### src/sv/rmq_pkg.sv
package rmq_pkg;

    localparam int RAD_W     = 17;   // radicand, Q.14 units, always positive when used
    localparam int SQ_W      = 47;   // sqrt working width (radicand << 28 plus headroom)
    localparam int SQ_STEPS  = 23;   // one root bit per stage
    localparam int ROOT_W    = 23;   // root R in Q.21
    localparam int NUM_W     = 18;   // signed off-diagonal sum or difference
    localparam int DIVN_W    = 39;   // |n| << 21 plus R
    localparam int DVS_W     = 24;   // divisor 2R
    localparam int QUO_W     = 24;   // quotient bits
    localparam int DIV_STEPS = 24;   // one quotient bit per stage
    localparam int LANES     = 3;

    typedef logic [1:0] t_path;
    localparam t_path PATH_TRACE = 2'd0;
    localparam t_path PATH_X     = 2'd1;
    localparam t_path PATH_Y     = 2'd2;
    localparam t_path PATH_Z     = 2'd3;

    typedef logic signed [NUM_W-1:0] t_num;

    // travels alongside the sqrt pipeline
    typedef struct packed {
        logic  valid;
        t_path path;
        logic  degen;
        t_num  n_a;
        t_num  n_b;
        t_num  n_c;
    } t_sq_side;

    // travels alongside the divider lanes
    typedef struct packed {
        logic             valid;
        t_path            path;
        logic             degen;
        logic [LANES-1:0] neg;
        logic [15:0]      diag;
    } t_dv_side;

endpackage

### src/sv/rmq_isqrt.sv
module rmq_isqrt (
    input  logic                       i_clk,
    input  logic                       i_rst_n,
    input  logic                       i_en,
    input  logic [rmq_pkg::RAD_W-1:0]  i_rad,
    input  rmq_pkg::t_sq_side          i_side,
    output logic [rmq_pkg::ROOT_W-1:0] o_root,
    output rmq_pkg::t_sq_side          o_side
);
    import rmq_pkg::*;

    logic [SQ_W-1:0] w_v   [0:SQ_STEPS];
    logic [SQ_W-1:0] w_res [0:SQ_STEPS];
    t_sq_side        w_side[0:SQ_STEPS];

    logic [SQ_W-1:0] r_v   [0:SQ_STEPS-1];
    logic [SQ_W-1:0] r_res [0:SQ_STEPS-1];
    t_sq_side        r_side[0:SQ_STEPS-1];

    assign w_v[0]    = SQ_W'(i_rad) << 28;
    assign w_res[0]  = '0;
    assign w_side[0] = i_side;

    genvar k;
    generate
        for (k = 0; k < SQ_STEPS; k++) begin : g_stage
            localparam logic [SQ_W-1:0] BIT = SQ_W'(1) << (2 * (SQ_STEPS - 1 - k));
            logic [SQ_W-1:0] trial;
            logic [SQ_W-1:0] n_v;
            logic [SQ_W-1:0] n_res;

            always_comb begin
                trial = w_res[k] + BIT;
                if (w_v[k] >= trial) begin
                    n_v   = w_v[k] - trial;
                    n_res = (w_res[k] >> 1) + BIT;
                end else begin
                    n_v   = w_v[k];
                    n_res = w_res[k] >> 1;
                end
            end

            always_ff @(posedge i_clk) begin
                if (!i_rst_n) begin
                    r_side[k].valid <= 1'b0;
                end else if (i_en) begin
                    r_side[k].valid <= w_side[k].valid;
                end
                if (i_en) begin
                    r_v[k]          <= n_v;
                    r_res[k]        <= n_res;
                    r_side[k].path  <= w_side[k].path;
                    r_side[k].degen <= w_side[k].degen;
                    r_side[k].n_a   <= w_side[k].n_a;
                    r_side[k].n_b   <= w_side[k].n_b;
                    r_side[k].n_c   <= w_side[k].n_c;
                end
            end

            assign w_v[k+1]    = r_v[k];
            assign w_res[k+1]  = r_res[k];
            assign w_side[k+1] = r_side[k];
        end
    endgenerate

    assign o_root = w_res[SQ_STEPS][ROOT_W-1:0];
    assign o_side = w_side[SQ_STEPS];

endmodule

### config.mk
export PLATFORM = sky130hd
export DESIGN_NAME = rmq_isqrt
export DESIGN_NICKNAME = d
export VERILOG_FILES = /design/src/sv/rmq_pkg.sv /design/src/sv/rmq_isqrt.sv
export SDC_FILE = /design/constraint.sdc
export NUM_CORES = 2
export LEC_CHECK = 0
export CAP_MARGIN = 5
export CORE_ASPECT_RATIO = 0.6
export CORE_MARGIN = 4
export CORE_UTILIZATION = 35
export CTS_BUF_LIST = sky130_fd_sc_hd__clkbuf_8
export DETAILED_ROUTE_END_ITERATION = 8
export DONT_BUFFER_PORTS = 1
export GPL_ROUTABILITY_DRIVEN = 0
export GPL_TIMING_DRIVEN = 0
export SKIP_CTS_REPAIR_TIMING = 1
export SYNTH_ARGS = -nofsm -noshare
export SYNTH_HDL_FRONTEND = slang
export SYNTH_SLANG_ARGS = --single-unit
### constraint.sdc
create_clock -name i_clk -period 9.04 [get_ports i_clk]
set_input_delay 0 -clock i_clk [delete_from_list [all_inputs] [get_ports i_clk]]
set_output_delay 0 -clock i_clk [all_outputs]
set_load 0.005 [all_outputs]
**Word level (Yosys, flattened, before mapping)**

Memory sizes are Yosys's and may differ from the RTL's.
Index checks and enable logic that the tools add are counted.

- Word-level logic and storage cells: 190
- Output and inout bits: 81
- Input bits: 78
- Bits in writable memories: 3,496
- Register bits: 0
- Memories kept: 3

Memory list:

| name | words | bits a word | read ports | clocked after Yosys merged registers in | wr ports | RTL line | text |
|---|---|---|---|---|---|---|---|
| r_side | 23 | 58 | 23 | 0 | 23 | rmq_isqrt.sv:18 | `t_sq_side r_side[0:SQ_STEPS-1];` |
| r_res | 23 | 47 | 23 | 0 | 23 | rmq_isqrt.sv:17 | `logic [SQ_W-1:0] r_res [0:SQ_STEPS-1];` |
| r_v | 23 | 47 | 22 | 0 | 23 | rmq_isqrt.sv:16 | `logic [SQ_W-1:0] r_v [0:SQ_STEPS-1];` |

- $lt $le $gt $ge: 23
- Bitwise operators: 23
- $add $sub $neg: 67
- Muxes and demuxes: 74

Operators with widths:

| kind | number |
|---|---|
| $mux W47 | 45 |
| $ge A47 B47 Y1 | 22 |
| $sub A47 B47 Y47 | 22 |
| $add A46 B1 Y47 const B | 1 |
| $add A46 B11 Y47 const B | 1 |
| $add A46 B13 Y47 const B | 1 |
| $add A46 B15 Y47 const B | 1 |
| $add A46 B17 Y47 const B | 1 |
| $add A46 B19 Y47 const B | 1 |
| $add A46 B21 Y47 const B | 1 |
| $add A46 B23 Y47 const B | 1 |
| $add A46 B25 Y47 const B | 1 |
| $add A46 B27 Y47 const B | 1 |
| $add A46 B29 Y47 const B | 1 |
| $add A46 B3 Y47 const B | 1 |
| $add A46 B31 Y47 const B | 1 |
| $add A46 B33 Y47 const B | 1 |
| $add A46 B35 Y47 const B | 1 |
| $add A46 B37 Y47 const B | 1 |
| $add A46 B39 Y47 const B | 1 |
| $add A46 B41 Y47 const B | 1 |
| $add A46 B43 Y47 const B | 1 |
| $add A46 B5 Y47 const B | 1 |
| $add A46 B7 Y47 const B | 1 |
| other kinds (28) | 77 |

**Depth between registers and ports, before layout**

- Depth in word-level cells: 4
- Mapped depth: 14
- Depth with buffers taken out: 13

**Least setup slack after synthesis**

Ideal clock, no wire load.

- Kind: register to register
- Start point: memory r_v[18][8], in the netlist r_v[2][102]
- End point: memory r_v[19][40], in the netlist r_v[2][181] (data pin)
- Setup slack: 5.782 ns
- Path buffers: 0
- Arrival time: 2.985 ns
- Data required time: 8.767 ns
- Period minus slack after synthesis: 3.258 ns
- Cell stages (with the launch flop): 12
- Library setup time: 0.273 ns
- Cells stage by stage: edfxtp_1 -> ha_1 -> fa_1 -> a211oi_1 -> o211ai_1 -> a31oi_1 -> o31ai_1 -> a31oi_1 -> a2bb2oi_1 -> nand3b_2 -> nor4b_1 -> xor2_1

RTL lines:

| what | RTL line |
|---|---|
| start: declaration | rmq_isqrt.sv:16 |

==> results_dict.tcl <==
set metrics [dict create \
    outcome "finished, final reports clean" \
    worstPathRequired_ns 9.56 \
    worst_pin_slew_ns 1.277 \
    synth_top_family_by_area "simple AND/OR/NAND/NOR gates" \
    fin_area_mm2 0.09794 \
    synth_compound_area_share_pct 5.847 \
    r2r_setup_slack_ns 4.81 \
    yosysMostFrequentCell "edfxtp_1" \
    ys_ff_latch 2196 \
    fin_cells 9345 \
    dieWidth_um 648.5 \
    startpoint_type "input port" \
    die_h_um 392.3 \
    synth_area_mm2 0.08615 \
    yosysUniqueCellTypes 91 \
    syn_area_per_cell_um2 16.14 \
    final_layout_size_suffix_gt1_share_pct 9.281 \
    synth_mux_area_share_pct 0.3980 \
    report.final.slew_viol_count 0 \
    drc 0 \
    grt_use_met1_pct 17.09 \
    final.period_utilization_pct 57.20 \
    rsz0062_at_grt "no" \
    ys_top_cells_by_count "edfxtp_1, inv_1, nand2_1" \
    synth-edff-count 2195 \
    cts_buffers 334 \
    grt-ovfl-total 0 \
    via_per_inst 4.705 \
    cap_viol_max_count 0 \
    cts_sinks 2196 \
    cts_root_buf "clkbuf_8" \
    yosysWarnings 0 \
    antenna_found_initial 4 \
    place_ws_ns 3.556 \
    p_leak_uw 0.03521 \
    grt_max_degree 225 \
    core-area_mm2 0.2438 \
    gr-max-usage-layer "met1" \
    setup_violations 0 \
    timing.fmax_mhz 193.4 \
    fillCellCount 22028 \
    vias 43969 \
    hpwl_mm 91.61 \
    worst_slew_margin_rel_pct 14.87 \
    synthXorXnorAreaFrac_pct 4.057 \
    dp_cells 8617 \
    holdWs_ns 0.2369 \
    drt_iter0_drc 4088 \
    tritoncts "done" \
    placed_area_mm2 0.09054 \
    cp_data_arrival_time_ns 5.69 \
    synth-main-ff-cell "edfxtp_1" \
    period_minus_slack_ns 5.171 \
    start_util_pct 35.33 \
    cp-end-kind "register" \
    ys_seq_area_share_pct 76.54 \
    crit_fanout 224 \
    synthSimpleGateAreaFrac_pct 6.473 \
    skew_ns 0.05327 \
    die_area_mm2 0.2544 \
    ios 159 \
    syn_inst 5339 \
    crit_type "input port to register" \
    nNetsFinal 6200 \
    drt-total-wl_mm 145.0 \
    yosys.area.top_type_share_pct 76.51 \
    use_met2_pct 15.31 \
    cts_max_path_buffers 4 \
    yosys.area_share.adder_pct 4.195 \
    clk-insertion-delay-late_ns 0.90 \
    ys_top_cells_by_area "edfxtp_1, ha_1, xor2_1" \
    grt_pass1_wl_mm 231.4 \
    numPortBuffers 0 \
    drt_pass1_iterations 6 \
    wire_per_inst_um 15.52 \
    area_delta_synth_final_pct 13.69 \
    ant_nets 0 \
    hp-class "input port to register" \
    vdd_ir_drop_max_uv 115.0 \
    tns_ns 0 \
    hold_violations 0 \
    async_reset_ff_share_pct 0 \
    yosys.area.top_type "edfxtp_1" \
    worstHoldPathCells 2 \
    clk_pin_slew_ns 0.06 \
    first_global_vias 42634 \
    htreeDepth 5 \
    setup_slack_ns 3.869 \
    grt_usage_pct 11.13 \
    powerDensity_mw_per_mm2 230.2 \
    grtUsageMet3_pct 2.659 \
    rows 140 \
    reg2reg_depth 10 \
]
-- cells by family after synthesis --
| kind of cell | count (synthesis) |
|---|---|
| other | 1 |
| XOR/XNOR | 399 |
| adder cells (fa/ha/maj) | 281 |
| buffers and inverters | 503 |
| multiplexers | 31 |
| AND/OR/NAND/NOR | 1113 |
| AO/OA/AOI/OAI | 815 |
| flip-flops | 2196 |
-- report_power, final --
| group | switching [µW] | leakage, µW | internal (µW) |
|---|---|---|---|
| clock network | 3760 | 0.00332 | 3630 |
| logic | 1420 | 0.0108 | 959 |
| registers | 484 | 0.0211 | 12300 |
| total | 5660 | 0.0352 | 16900 |
-- per-layer routing --
| metal | vias up | routed length (µm) |
|---|---|---|
| met5 | - | 0 |
| met4 | 0 | 3573 |
| met3 | 320 | 9850 |
| met2 | 1354 | 58670 |
| met1 | 21219 | 72910 |
| li1 | 21076 | - |
-- critical path, stage by stage --
cell,delay (ns)
dlygate4sd3_1,0.61
buf_16,0.47
buf_16,0.75
buf_16,0.71
buf_16,0.68
buf_16,0.58
buf_16,0.63
-- stage by stage --
stage / total power [µW] / utilization (%)
final: 22540 / 40.17
after CTS: 22850 / 39.53
after floorplan: 14390 / -
after global placement: 15050 / 37.01
after detailed placement: 15270 / 37.13
after global routing: 23790 / 40.17
-- final cells by class --
cell class / count / area [µm²] / area share (%)
diodes: 2 / 5.005 / 0.005110
inverters: 375 / 1408 / 1.437
flip-flops and latches: 2196 / 65930 / 67.32
plain buffers: 128 / 737.0 / 0.7525
repair buffers: 165 / 1844 / 1.883
clock buffers: 337 / 4638 / 4.736
well taps: 3266 / 4086 / 4.172
clock inverters: 235 / 1214 / 1.239
multi-input cells: 2641 / 18070 / 18.45
-- registers in the layout, indices dropped and copies added, names as in the netlist --
name,flops
r_v,586
r_side,1334
r_res,276
-- cells in the final DEF (no fill, tap or decap), types with 32 or more instances in the layout --
master | netlist | layout
and3_1 | 35 | 35
nand3_1 | 72 | 72
buf_4 | 63 | 63
nor3_1 | 118 | 118
a21oi_1 | 216 | 216
xnor2_1 | 182 | 182
clkinv_1 | 0 | 84
inv_1 | 373 | 462
xor2_1 | 217 | 217
nand2b_1 | 54 | 54
nor2_1 | 244 | 244
clkbuf_1 | 50 | 50
or3_1 | 37 | 37
o21ai_0 | 261 | 261
a21o_1 | 71 | 71
nor4_1 | 78 | 78
a211oi_1 | 32 | 32
o21a_1 | 47 | 47
dlygate4sd3_1 | 0 | 154
edfxtp_1 | 2195 | 2195
nor2b_1 | 38 | 38
nand2_1 | 299 | 299
ha_1 | 268 | 268
clkbuf_8 | 0 | 337
clkinv_2 | 0 | 33
-- worst paths after layout --
| path | startpoint | to |
|---|---|---|
| max | i_en | r_side[2][89]$_DFFE_PP_ |
| min | i_side[1] | r_side[0][1]$_DFFE_PP_ |
| max reg2reg | r_v[1][208]$_SDFFCE_PP0P_ | r_v[1][267]$_DFFE_PP_ |
| min reg2reg | r_side[1][26]$_DFFE_PP_ | r_side[1][84]$_DFFE_PP_ |
No activity file was read; power rests on OpenSTA's default activity.
