$ cat src/sv/rmq_pkg.sv
package rmq_pkg;

    localparam int RAD_W     = 17;   // radicand, Q.14 units, always positive when used
    localparam int SQ_W      = 47;   // sqrt working width (radicand << 28 plus headroom)
    localparam int SQ_STEPS  = 23;   // one root bit per stage
    localparam int ROOT_W    = 23;   // root R in Q.21
    localparam int NUM_W     = 18;   // signed off-diagonal sum or difference
    localparam int DIVN_W    = 39;   // |n| << 21 plus R
    localparam int DVS_W     = 24;   // divisor 2R
    localparam int QUO_W     = 24;   // quotient bits
    localparam int DIV_STEPS = 24;   // one quotient bit per stage
    localparam int LANES     = 3;

    typedef logic [1:0] t_path;
    localparam t_path PATH_TRACE = 2'd0;
    localparam t_path PATH_X     = 2'd1;
    localparam t_path PATH_Y     = 2'd2;
    localparam t_path PATH_Z     = 2'd3;

    typedef logic signed [NUM_W-1:0] t_num;

    // travels alongside the sqrt pipeline
    typedef struct packed {
        logic  valid;
        t_path path;
        logic  degen;
        t_num  n_a;
        t_num  n_b;
        t_num  n_c;
    } t_sq_side;

    // travels alongside the divider lanes
    typedef struct packed {
        logic             valid;
        t_path            path;
        logic             degen;
        logic [LANES-1:0] neg;
        logic [15:0]      diag;
    } t_dv_side;

endpackage

$ cat src/sv/rmq_div.sv
module rmq_div (
    input  logic                       i_clk,
    input  logic                       i_en,
    input  logic [rmq_pkg::DIVN_W-1:0] i_num,
    input  logic [rmq_pkg::DVS_W-1:0]  i_dvs,
    output logic [rmq_pkg::QUO_W-1:0]  o_quo
);
    import rmq_pkg::*;

    localparam int CMP_W = DVS_W + DIV_STEPS;

    logic [DIVN_W-1:0] w_rem[0:DIV_STEPS];
    logic [DVS_W-1:0]  w_dvs[0:DIV_STEPS];
    logic [QUO_W-1:0]  w_quo[0:DIV_STEPS];

    logic [DIVN_W-1:0] r_rem[0:DIV_STEPS-1];
    logic [DVS_W-1:0]  r_dvs[0:DIV_STEPS-1];
    logic [QUO_W-1:0]  r_quo[0:DIV_STEPS-1];

    assign w_rem[0] = i_num;
    assign w_dvs[0] = i_dvs;
    assign w_quo[0] = '0;

    genvar k;
    generate
        for (k = 0; k < DIV_STEPS; k++) begin : g_stage
            localparam int SH = DIV_STEPS - 1 - k;
            logic [CMP_W-1:0]  sub;
            logic [DIVN_W-1:0] n_rem;
            logic [QUO_W-1:0]  n_quo;

            always_comb begin
                sub   = CMP_W'(w_dvs[k]) << SH;
                n_rem = w_rem[k];
                n_quo = w_quo[k];
                if (CMP_W'(w_rem[k]) >= sub) begin
                    n_rem     = DIVN_W'(CMP_W'(w_rem[k]) - sub);
                    n_quo[SH] = 1'b1;
                end
            end

            always_ff @(posedge i_clk) begin
                if (i_en) begin
                    r_rem[k] <= n_rem;
                    r_dvs[k] <= w_dvs[k];
                    r_quo[k] <= n_quo;
                end
            end

            assign w_rem[k+1] = r_rem[k];
            assign w_dvs[k+1] = r_dvs[k];
            assign w_quo[k+1] = r_quo[k];
        end
    endgenerate

    assign o_quo = w_quo[DIV_STEPS];

endmodule

$ cat config.mk
export PLATFORM = sky130hd
export DESIGN_NAME = rmq_div
export DESIGN_NICKNAME = d
export VERILOG_FILES = /design/src/sv/rmq_pkg.sv /design/src/sv/rmq_div.sv
export SDC_FILE = /design/constraint.sdc
export NUM_CORES = 2
export LEC_CHECK = 0
export BUFFER_PORTS_ARGS = -buffer_cell sky130_fd_sc_hd__clkbuf_2
export CAP_MARGIN = 10
export CORE_ASPECT_RATIO = 2
export CORE_UTILIZATION = 60
export DETAILED_ROUTE_END_ITERATION = 10
export PLACE_DENSITY = 0.76
export SYNTH_ARGS = -nofsm -noshare
export SYNTH_HDL_FRONTEND = slang
export SYNTH_SLANG_ARGS = --single-unit
$ cat constraint.sdc
create_clock -name i_clk -period 11.8 [get_ports i_clk]
set_clock_uncertainty 0.05 [all_clocks]
set_input_delay 2.36 -clock i_clk [delete_from_list [all_inputs] [get_ports i_clk]]
set_output_delay 2.36 -clock i_clk [all_outputs]
set_load 0.005 [all_outputs]
# After elaboration in Yosys (flattened, before gate mapping)
# Memory sizes are Yosys's and may differ from the RTL's.
# Cells that the tools add are included.
# Widths: inputs -> output; s select.
# classes
magnitude_cmp	24
mux	50
add_sub_neg	24
# ops
cell	count
$mux 39	24
$sub 39x39->39	9
$ge 39x47->1	1
$ge 39x46->1	1
$ge 39x45->1	1
$ge 39x44->1	1
$ge 39x43->1	1
$ge 39x42->1	1
$ge 39x41->1	1
$ge 39x40->1	1
$ge 39x24->1	1
$ge 39x25->1	1
$ge 39x26->1	1
$ge 39x27->1	1
$ge 39x28->1	1
$ge 39x29->1	1
$ge 39x30->1	1
$ge 39x31->1	1
$ge 39x32->1	1
$ge 39x33->1	1
$ge 39x34->1	1
$ge 39x35->1	1
$ge 39x36->1	1
$ge 39x37->1	1
other kinds (18)	43
# totals
register_bits	0
out_inout_bits	24
mem_count	3
in_bits	65
ramBits	2088
# mem_list
memory	words	width	rd	rd_ports_with_merged_regs	write_ports	line	source
r_rem	24	39	23	0	24	rmq_div.sv:16	logic [DIVN_W-1:0] r_rem[0:DIV_STEPS-1];
r_dvs	24	24	23	0	24	rmq_div.sv:17	logic [DVS_W-1:0] r_dvs[0:DIV_STEPS-1];
r_quo	24	24	24	0	24	rmq_div.sv:18	logic [QUO_W-1:0] r_quo[0:DIV_STEPS-1];

# Depth between registers and ports, before layout
# An unclocked memory read counts as a cell.
# depth
ltp_word	3
mapped_depth	15
depth_no_buf	14

# Worst setup path after synthesis
# OpenSTA, ideal clock, no wires.
# synth_timing
path_type	input to register
from	input i_num[23] in the netlist's numbering
to	memory r_rem[0][31] (data pin)
arrival_ps	5012
required_time_ps	11490
setup_time_ps	260
path_stages	15
slack_ps	6478
cell_sequence	inv_1 ha_1 fa_1 nor2b_1 o21ai_0 a21boi_0 o21ai_0 a21oi_1 a211o_1 nor3_1 o21ai_0 and4_1 buf_2 buf_2 mux2_2
# synth_rtl
element	line	source
from (decl)	rmq_div.sv:4	input logic [rmq_pkg::DIVN_W-1:0] i_num,
to (decl)	rmq_div.sv:16	

==> out/summary.md <==
The sequential cells in the finished layout cover a total of 52500 µm². For the pin with the worst max-slew slack, the measured transition is 1.26 ns. The logs give 214 mm for the total detailed-routing wirelength and 0.289 for the total global routing track utilization. The switching fraction of total power is 0.337, and the area of the multi-input gates is 32700 µm². The run gives 7790 as the net count after synthesis.

Buffers added to address setup during post-CTS repair amount to 0. The unique cell type count in the Yosys netlist was 100; the synthesized instance count was 7162. The run gives 198 as the number of core rows. Together, buffers and inverters on the worst path number 2.

Cell type of the slowest stage on the worst timing path: sky130_fd_sc_hd__and4_1. The worst stage delay on the critical path works out to 0.84 ns. Derived from the worst setup path, the maximum achievable clock frequency is 181 MHz. By area the synthesized netlist is led by sky130_fd_sc_hd__edfxtp_1 (60%), sky130_fd_sc_hd__ha_1 (7.7%), sky130_fd_sc_hd__inv_1 (2.9%), sky130_fd_sc_hd__xnor2_1 (2.9%), sky130_fd_sc_hd__a21oi_1 (2.8%). For this run, design rule violations remaining after detail routing come to 0. The fraction of registers with async set/reset is 0.

The via count of the first global-routing pass was 61382. For the half-perimeter wire length of the detailed placement result, the log shows 162 mm. For the leakage power, the log shows 37.6 nW. The critical path goes through clkbuf_2, inv_1, ha_1, fa_1, nor2b_1, o21ai_0, a21boi_0, o21ai_0, a21oi_1, a211o_1, nor3_1, o21ai_0, and4_1, mux2_2. The master cell of the clock root buffer was sky130_fd_sc_hd__clkbuf_16. Along the worst path, the maximum fanout reaches 17. TritonCTS built the clock tree. The number of DRC markers after the initial detailed-route iteration was 3213. Worst hold-check path type: flip-flop to flip-flop.

The startpoint type of the worst setup path was an input port. The first global-routing pass estimated 321 mm of wire. The Yosys step of the flow raised 0 warnings. Dividing the detail-routed wire length by the instance count gives 22.9 µm. After global routing the overflow that remains totals 0. The time the worst path needs with I/O delays and setup came out at 5.53 ns. The run finished with clean final reports. The tools report the sequential fraction of the synthesis area as 0.595. Setup violations remaining at the end of the flow were counted as 0.

After global routing, the most crowded layer is met2. The count of input and output buffers is 88, and the average cell area after synthesis is 12.3 µm². Combinational share of power: 0.335. In this run, post-CTS repair resized a total of 0 instances. Using the TritonRoute via totals, the vias-per-cell ratio works out to 6.07. The number of antenna violations at the first check in global routing was 9; the global routing usage on met2 was 0.606.

The final clock period utilization by the worst path works out to 0.468. Most common cell type on the critical path: sky130_fd_sc_hd__o21ai_0. Data arrives at the worst endpoint at 6.03 ns.

For this design, the CTS-stage hold fixing added 0 buffers. The clock drives 1749 sinks. The synthesized design spends more area on one cell type than any other, namely sky130_fd_sc_hd__edfxtp_1.

In this run, synthesis inferred 1749 flip-flops with an integrated enable. The count of final hold-check violations is 0, and the number of top-level design ports is 89. Clock latency on the worst-skew pair, taken at its later pin, is 0.82 ns. The share of Yosys cell area claimed by the top area cell type was 0.595; the number of maximum-capacitance violations was 0. From left edge to right edge, the die measures 273 µm.

The power density over the cells was 217 nW/µm². On the final layout, the worst hold slack is 0.345 ns. The tools report the overall die area as 149000 µm². Setup repair after global routing left no endpoint under its margin.

Flip-flop and latch count after synthesis: 1749. The tools report the worst max-slew margin expressed relative to the limit as 0.155. The area growth from synthesis to layout is 8.84%. In the final design database the tool counted 7972 nets. The depth of the CTS H-tree came out at 4. Global-route track usage on met1: 0.178. The tools report the portion of total power attributed to sequential cells as 0.425. For this design the total switching power over the nets is 7.00 mW.

The logs give 0.240 for the proportion of power drawn by the clock network and 0.0367 for the met3 track utilization from global routing. Cell internal power was estimated by the tool at 13.8 mW. Among all flip-flop cells after synthesis, the most frequent one is sky130_fd_sc_hd__edfxtp_1.

For the final antenna-violating net count, the log shows 0. The largest net degree at the start of global routing is 191, and the share of cells above drive strength 1 is 0.0820. Summing over every cut layer, the via total after detailed routing is 56910. Clock tree synthesis inserted a total of 165 buffers. The total area inside the core boundary comes to 146000 µm². STA puts the critical path data required time at 12.30 ns. Grouping stages by cell kind, the critical path spends the most delay in compound AO/OA/AOI/OAI gates. The vertical die dimension is 544 µm, and the total standard cell area after synthesis is 88200 µm². For the initial core utilization, the log shows 0.606.

At the end of routability-driven placement, the weighted congestion stood at 0.991. The max-slew violation total from the final report was 0. The worst ir drop on vdd is 0.171 mV, and the number of buffers between clock root and the deepest sink is 4. The filler cells instantiated in the layout total 10640. In the final timing run, aggregate negative setup slack is 0 ns.

The setup path with the least slack is of type input port to flip-flop. The clock transition time at the flip-flop clock pins of the worst setup and hold paths came out at 0.06 ns. For the first-pass iteration count of the detailed router, the log shows 6. STA classifies the critical path endpoint as a flip-flop.
-- cells in the mapped netlist, drive strengths merged (19+ instances only) --
cell type,count
edfxtp,1749
inv,691
ha,540
a21oi,500
o21ai,457
nand2,443
nor2,405
xnor2,291
a21o,244
xor2,229
mux2,161
nor3,126
nor4,96
nand3,86
nor2b,85
nand4,80
clkbuf,76
nand2b,75
o21a,70
and3,56
o21bai,55
a31oi,54
buf,52
or3,45
o31ai,37
or2,34
a211oi,32
a21boi,30
and2,30
nor4b,24
fa,23
or4,20
nand4b,19
-- per-stage QoR --
| step | worst slack (ns) | std cells | cell area [µm²] | util | total power [mW] |
|---|---|---|---|---|---|
| 6_report | 6.27 | 9373 | 96000 | 0.659 | 20.8 |
| 5_1_grt | 5.97 | 9362 | 96000 | 0.659 | 21.8 |
| 4_1_cts | 6.24 | 9361 | 96000 | 0.659 | 20.8 |
| 3_5_place_dp | 5.39 | 9077 | 91100 | 0.625 | 15.8 |
| 3_3_place_gp | 5.45 | 9075 | 91100 | 0.625 | 15.5 |
| 2_1_floorplan | 6.48 | 7162 | 88200 | - | 13.7 |
-- area by class of cell --
class	count	share of cell area
Inverter	691	0.0270
Clock inverter	80	0.00593
Sequential cell	1749	0.547
Tap cell	1900	0.0248
Timing Repair Buffer	143	0.00967
Multi-Input combinational cell	4594	0.340
Clock buffer	204	0.0450
Antenna cell	12	0.000313
-- registers in the layout, indices dropped and copies added, names as in the netlist --
register	flops
r_dvs	552
r_rem	897
r_quo	300
-- worst register-to-register path: cells and delay by family, from the launching register on --
kind	cells	cell delay, ns
flip-flops	1	0.37
adder cells (fa/ha/maj)	2	0.57
buffers and inverters	2	0.13
AO/OA/AOI/OAI	6	2.75
AND/OR/NAND/NOR	2	0.68
XOR/XNOR	1	0.17
-- cell families (layout without fill, tap and decap cells) --
logic type,count (synthesis),count (layout),share of synthesized area
DFF,1749,1749,0.595
AOI/OAI and AO/OA,1660,1660,0.117
buffers and inverters,819,1118,0.0358
and+or+nand+nor,1673,1673,0.0949
adders and majority gates,563,563,0.0818
xor gates and xnor gates,520,520,0.0516
muxes,178,178,0.0232
other,0,12,0
-- layout by cell type, fill, tap and decap left out, types with 29 or more instances in the layout --
cell type and n:
sky130_fd_sc_hd__clkinv_1 32, sky130_fd_sc_hd__a21o_1 244, sky130_fd_sc_hd__nor4_1 86, sky130_fd_sc_hd__o21bai_1 55, sky130_fd_sc_hd__and3_1 56, sky130_fd_sc_hd__a31oi_1 50
sky130_fd_sc_hd__o21a_1 70, sky130_fd_sc_hd__or2_2 33, sky130_fd_sc_hd__clkbuf_2 87, sky130_fd_sc_hd__clkbuf_16 167, sky130_fd_sc_hd__nand4_1 80, sky130_fd_sc_hd__o21ai_0 441
sky130_fd_sc_hd__nor2_1 404, sky130_fd_sc_hd__nor3_1 125, sky130_fd_sc_hd__a21oi_1 497, sky130_fd_sc_hd__xor2_1 229, sky130_fd_sc_hd__clkbuf_1 37, sky130_fd_sc_hd__nand3_1 85
sky130_fd_sc_hd__xnor2_1 291, sky130_fd_sc_hd__or3_1 44, sky130_fd_sc_hd__buf_4 49, sky130_fd_sc_hd__o31ai_1 35, sky130_fd_sc_hd__and2_1 29, sky130_fd_sc_hd__nand2b_1 75
sky130_fd_sc_hd__inv_1 690, sky130_fd_sc_hd__edfxtp_1 1749, sky130_fd_sc_hd__mux2_2 144, sky130_fd_sc_hd__nor2b_1 85, sky130_fd_sc_hd__nand2_1 443, sky130_fd_sc_hd__ha_1 540
sky130_fd_sc_hd__a211oi_1 31
-- power by group through the flow --
stage               clock network (mW)  logic (mW)  registers (mW)
finish                            5.00        6.96            8.84
global route                      5.28        7.60            8.93
CTS                               5.07        6.88            8.82
detailed placement                   0        6.84            8.95
global placement                     0        6.62            8.89
floorplan                            0        4.95            8.73
-- metal layers --
layer	share of wire	vias up
met5	0	-
met4	0.13	0
met3	0.028	962
met2	0.59	1524
met1	0.25	27566
li1	-	26858
-- path summary, 6_finish.rpt --
kind | slack, ns | endpoint | depth (start not counted) | startpoint
worst min-delay path | 0.35 | r_quo[1][131] | 0 | r_quo[1][107]
worst min register to register | 0.35 | r_quo[1][131] | 0 | r_quo[1][107]
worst max-delay path | 6.27 | r_rem[0][29] | 14 | i_num[23]
worst max register to register | 6.83 | r_rem[2][193] | 13 | r_rem[2][120]
Power figures use the tool's default switching activity.
